$ cat config.mk
export PLATFORM = sky130hd
export DESIGN_NAME = upi_ctrl
export DESIGN_NICKNAME = d
export VERILOG_FILES = /design/src/rtl/upi_pkg.sv /design/src/rtl/upi_ctrl.sv
export SDC_FILE = /design/constraint.sdc
export NUM_CORES = 1
export LEC_CHECK = 0
export BUFFER_PORTS_ARGS = -buffer_cell sky130_fd_sc_hd__buf_4
export CAP_MARGIN = 20
export CORE_AREA = 2 2 39 41
export DETAILED_ROUTE_END_ITERATION = 6
export DIE_AREA = 0 0 41 43
export GPL_ROUTABILITY_DRIVEN = 0
export HOLD_SLACK_MARGIN = 0.06
export SYNTH_ARGS = -nofsm -noshare
export SYNTH_HDL_FRONTEND = slang
export SYNTH_SLANG_ARGS = --single-unit
$ cat constraint.sdc
create_clock -name clk -period 1.9 [get_ports clk]
set_clock_uncertainty 0.05 [all_clocks]
set_input_delay 0.095 -clock clk [delete_from_list [all_inputs] [get_ports clk]]
set_output_delay 0.095 -clock clk [all_outputs]
set_load 0.02 [all_outputs]
$ cat src/rtl/upi_pkg.sv
// shared types and constants of the unicycle pose integrator
// no dependencies; used by the controller, datapath, sine rom and top level
package upi_pkg;

  localparam int SPEED_W = 16;
  localparam int RATE_W  = 16;
  localparam int TIME_W  = 20;
  localparam int POS_W   = 32;
  localparam int HEAD_W  = 16;
  localparam int TRIG_W  = 16;

  // stream payload widths, padded to whole bytes
  localparam int IN_W  = 56;
  localparam int OUT_W = 112;

  // quarter turn in heading units, full-scale sine magnitude
  localparam logic [HEAD_W-1:0] QUARTER  = 16'h4000;
  localparam logic [TRIG_W-1:0] SINE_MAX = 16'd32767;

  typedef enum logic [1:0] {
    ST_IDLE,
    ST_MUL,
    ST_LOOK,
    ST_DONE
  } ctrl_state_t;

  typedef struct packed {
    logic load_in;   // capture request fields
    logic rom_load;  // capture both sine rom read ports
    logic rom_half;  // rom addresses from half of the new heading
    logic calc;      // register sin/cos of old heading, distance and turn
    logic prod;      // register x and y increments
    logic commit;    // update pose and quaternion output
  } upi_cmd_t;

endpackage

$ cat src/rtl/upi_ctrl.sv
// sequencer for one request: accept, multiply, lookup, commit
// depends on upi_pkg for the state and command types
module upi_ctrl (
  input  logic              clk,
  input  logic              rst,
  input  logic              in_valid,
  output logic              in_ready,
  output logic              out_valid,
  input  logic              out_ready,
  output upi_pkg::upi_cmd_t cmd
);
  import upi_pkg::*;

  ctrl_state_t state;
  ctrl_state_t state_next;
  logic        out_valid_next;
  logic        out_free;

  assign out_free = !out_valid || out_ready;

  always_ff @(posedge clk) begin
    if (rst) begin
      state     <= ST_IDLE;
      out_valid <= 1'b0;
    end else begin
      state     <= state_next;
      out_valid <= out_valid_next;
    end
  end

  always_comb begin
    state_next = state;
    in_ready   = 1'b0;
    cmd        = '0;
    case (state)
      ST_IDLE: begin
        in_ready = 1'b1;
        // keep sin/cos of the current heading in the rom registers
        cmd.rom_load = 1'b1;
        cmd.load_in  = in_valid;
        if (in_valid) state_next = ST_MUL;
      end
      ST_MUL: begin
        cmd.calc   = 1'b1;
        state_next = ST_LOOK;
      end
      ST_LOOK: begin
        cmd.prod     = 1'b1;
        cmd.rom_load = 1'b1;
        cmd.rom_half = 1'b1;
        state_next   = ST_DONE;
      end
      ST_DONE: begin
        if (out_free) begin
          cmd.commit = 1'b1;
          state_next = ST_IDLE;
        end
      end
      default: begin
        state_next = ST_IDLE;
      end
    endcase
  end

  always_comb begin
    if (cmd.commit) out_valid_next = 1'b1;
    else if (out_ready) out_valid_next = 1'b0;
    else out_valid_next = out_valid;
  end

`ifndef NO_ASSERTIONS
  a_accept_starts: assert property (@(posedge clk) disable iff (rst)
    (in_valid && in_ready) |=> (state == ST_MUL))
    else $error("accepted request did not start the multiply step");

  a_mul_to_look: assert property (@(posedge clk) disable iff (rst)
    (state == ST_MUL) |=> (state == ST_LOOK))
    else $error("multiply step not followed by lookup");

  a_commit_shows: assert property (@(posedge clk) disable iff (rst)
    cmd.commit |=> out_valid)
    else $error("committed result not presented");

  a_hold_when_full: assert property (@(posedge clk) disable iff (rst)
    (state == ST_DONE && out_valid && !out_ready) |-> !cmd.commit)
    else $error("result overwritten before it was taken");
`endif

endmodule

Yosys cells after proc, flatten, opt, wreduce, memory -nomap -nowiden
Cells that the tools add are included.
{"block": "totals", "register_bits": 3, "input_bits": 4, "out_inout_bits": 8}
{"block": "classes", "n_eq_ne": 5, "n_mux": 12, "n_reduce_logical": 6}
{"operator": "$mux 1", "n": 9}
{"operator": "$pmux 2 s4", "n": 1}
{"operator": "$eq 2x2->1 const B", "n": 2}
{"operator": "$mux 2", "n": 2}
{"operator": "$ne 2x2->1 const B", "n": 2}
{"operator": "$eq 2x1->1 const B", "n": 1}
{"operator": "$logic_not 2->1", "n": 1}
{"operator": "$reduce_and 2->1", "n": 1}
{"operator": "$reduce_bool 2->1", "n": 1}
{"operator": "$reduce_or 2->1", "n": 1}
{"operator": "$logic_not 1->1", "n": 1}
{"operator": "$logic_or 1x1->1", "n": 1}

Logic depth before layout (Yosys ltp)
{"block": "logic_depth", "word_depth": 5, "ltp_mapped": 5}

Worst setup path after synthesis
OpenSTA, ideal clock, no wires.
{"block": "synth_timing", "path_type": "reg2reg", "start": "register state[0]", "end": "register state[1]", "setup_ps": 87, "t_arrival_ps": 1380, "path_slack_ps": 383, "stages_incl_launch_ff": 6, "synth_period_minus_slack_ps": 1517, "path_cell_list": "dfxtp_1 -> inv_1 -> ha_1 -> nor2b_1 -> or4b_1 -> o31ai_1"}
{"block": "synth_between", "elab_chain_len": 3}
{"item": "start, declared", "line": "upi_ctrl.sv:14", "rtl": "ctrl_state_t state;"}
{"item": "start signal, assigned", "line": "upi_ctrl.sv:26", "rtl": "state <= state_next;"}
{"item": "$eq 2x2->1 / $logic_not 2->1 (equally long branches)", "line": "upi_ctrl.sv:35", "rtl": "case (state)"}
{"item": "$ne 2x2->1 (no source line)"}
{"item": "$reduce_and 2->1 (no source line)"}
Several ways; a longest one is shown, not always the timed one.
A chain may end at the register's enable or synchronous reset.

==> results.toml <==
[drt]
via_per_inst = 3.69
wl_per_cell_um = 7.56
wl_um = 408
drc = 0
num_vias = 199
dr.pass1.iters = 1
initialDrtViolationCount = 0
postRouteAntennaNets = 0

[yosys]
synth_nets = 33
synth_top_area_share = 0.265
ys.flop_type = "dfxtp_1"
yosysTopAreaCell = "dfxtp_1"
postSynthAreaPerCell_um2 = 9.06
synth_seq_area_share = 0.265
synth_common_cells = "ha_1, buf_4, dfxtp_1, inv_1, nor2_1"
syn_inst = 25
ys_warn_count = 0
synth_area_um2 = 226
async_flop_share = 0
synth_most_common_cell = "ha_1"
ys_types = 13
synth_edf_count = 0
synthTopCellsByArea = "dfxtp_1, ha_1, buf_4"
synth_seq_cells = 3

[critical_path]
end_kind = "output pin"
max_stage_delay_ps = 370
required_ps = 1750
r2r_start = "state[0]"
arrival_ps = 1380
cpLargestDelayFamily = "flip-flops"
start_kind = "flip-flop"
worstPathCellList = "inv_1, ha_1, or2_2, buf_4"
cp_slowest_cell = "dfxtp_1"
worst-setup-path-type = "reg2out"
r2r_slack_ps = 380
crit_cells = 4
cp_num_buf_inv = 2
reg2reg_to = "state[1]"
crit_path_max_fanout = 4
r2r_cells = 5

[final_layout]
fill_cells = 163
drive_gt1_frac = 0.447
fin_cells = 54
ff_latch_area_um2 = 60.1
final_nets = 47
n_antenna_cell = 0
multiInputGateArea_um2 = 133
syn_to_final_growth_pct = 51.4

[clocking]
path_clk_slew_ps = 30
clock_latency_ps = 230
clock_path_buffers = 2
clock-sinks = 3
cts_setup_buffers = 0
htree_levels = 1
cts_tree = "yes"
cts_buffers = 3
cts_hold_buf = 1
clock-root-buffer = "clkbuf_4"
ctsResizeCount = 0

[global_route]
grt_pass1_vias = 186
track_usage = 0.0592
grt_pass1_wl_um = 627
grt-ovfl-total = 0
antenna_found_initial = 0
grt_max_degree = 5

[min_path]
holdPathEnd = "state[1]"
holdCritPathClass = "in2reg"
hp-start = "in_valid"
hold_depth = 4

[sta]
fmax_ghz = 0.657
finalCriticalPeriod_ps = 1520
tightest_slew_ps = 209
final.setup.worst_slack_ps = 377
hold_violations = 0
slew_headroom = 0.859
setup-tns-final_ps = 0
finalCritPeriodShare = 0.802
rsz0062_at_grt = "false"
setup_viol = 0
finalMaxSlewViolations = 0

[floorplan]
io_pins = 12
start_util = 0.164
rows = 14
dieArea_mm2 = 0.00176
dieWidth_um = 41
die_h_um = 43
core-area_mm2 = 0.00138

[outcome]
status = "complete, no violations"

[place]
pre_cts_slack_ps = 373
dp_hpwl_um = 366
dp_cells = 49
io_buffers = 11

[power_and_ir_drop]
p_per_area_mw_per_mm2 = 1680
pwr-share-comb = 0.625
p_clk_frac = 0.190
ir_drop_uv = 379
p_leak_nw = 0.177
power_switching_w = 0.000241
p_seq_frac = 0.185
p_sw_frac = 0.420
p_int_w = 0.000333

[job]
max-cap-violations = 0
[through the flow]
step | power, W | instance area (µm²) | utilization | hold WS, ps
6_report | 0.000574 | 343 | 0.248 | 202
4_1_cts | 0.000588 | 343 | 0.248 | 193
3_5_place_dp | 0.000472 | 307 | 0.222 | 246
5_1_grt | 0.000631 | 343 | 0.248 | 194
3_3_place_gp | 0.000470 | 307 | 0.222 | 241
2_1_floorplan | 0.000374 | 226 | - | 117
[logic make-up after synthesis]
| group | share of synthesized area |
|---|---|
| and+or+nand+nor | 0.282 |
| buffers and inverters | 0.149 |
| adders and majority gates | 0.221 |
| DFF | 0.265 |
| AOI/OAI and AO/OA | 0.0829 |
[layout by cell type (no fill, tap or decap)]
master,n
nor2b_1,2
buf_4,11
clkbuf_1,1
or4b_1,1
or2_2,1
clkbuf_4,3
and2_1,1
nor2_1,3
ha_1,4
inv_1,3
dfxtp_1,3
o221a_2,1
and3b_1,1
and2b_2,1
dlygate4sd3_1,1
o31ai_1,1
[cell type report]
cell class	count	area share
multi-input cells	16	0.387
repair buffers	12	0.270
flip-flops and latches	3	0.175
clock buffers	4	0.0766
well taps	16	0.0584
inverters	3	0.0328
[worst register-to-register path: cells and delay by family (launching register included)]
| kind | cells | cell delay, ps |
|---|---|---|
| AO/OA/AOI/OAI | 1 | 90 |
| adder cells (fa/ha/maj) | 1 | 230 |
| buffers and inverters | 1 | 80 |
| flip-flops | 1 | 370 |
| AND/OR/NAND/NOR | 2 | 620 |
[layer usage]
| metal | vias to the layer above | GRT usage | wire length (µm) |
|---|---|---|---|
| li1 | 104 | - | - |
| met1 | 91 | 0.0449 | 126 |
| met2 | 4 | 0.0844 | 243 |
| met3 | 0 | 0.0471 | 37 |
| met4 | 0 | 0.0600 | 0 |
| met5 | - | 0 | 0 |
[sequential cells by signal, indices dropped and copies added, names as in the netlist]
name / cells
out_valid: 1
state: 2
[power by group through the flow]
stage / combinational [W] / clock (W) / sequential, W
floorplan: 0.000268 / 0 / 0.000106
global placement: 0.000360 / 0 / 0.000109
detailed placement: 0.000364 / 0 / 0.000108
CTS: 0.000366 / 0.000115 / 0.000107
global route: 0.000394 / 0.000125 / 0.000112
finish: 0.000359 / 0.000109 / 0.000106
[how the worst max path moves through the flow]
stage / start / endpoint
final: state[0] / cmd[4]
after global routing: state[0] / cmd[4]
after floorplan: state[0] / state[1]
after CTS: state[0] / cmd[4]
after detailed placement: state[0] / state[1]
after global placement: state[0] / state[1]
Note: power is estimated with default switching activity, not from simulation.
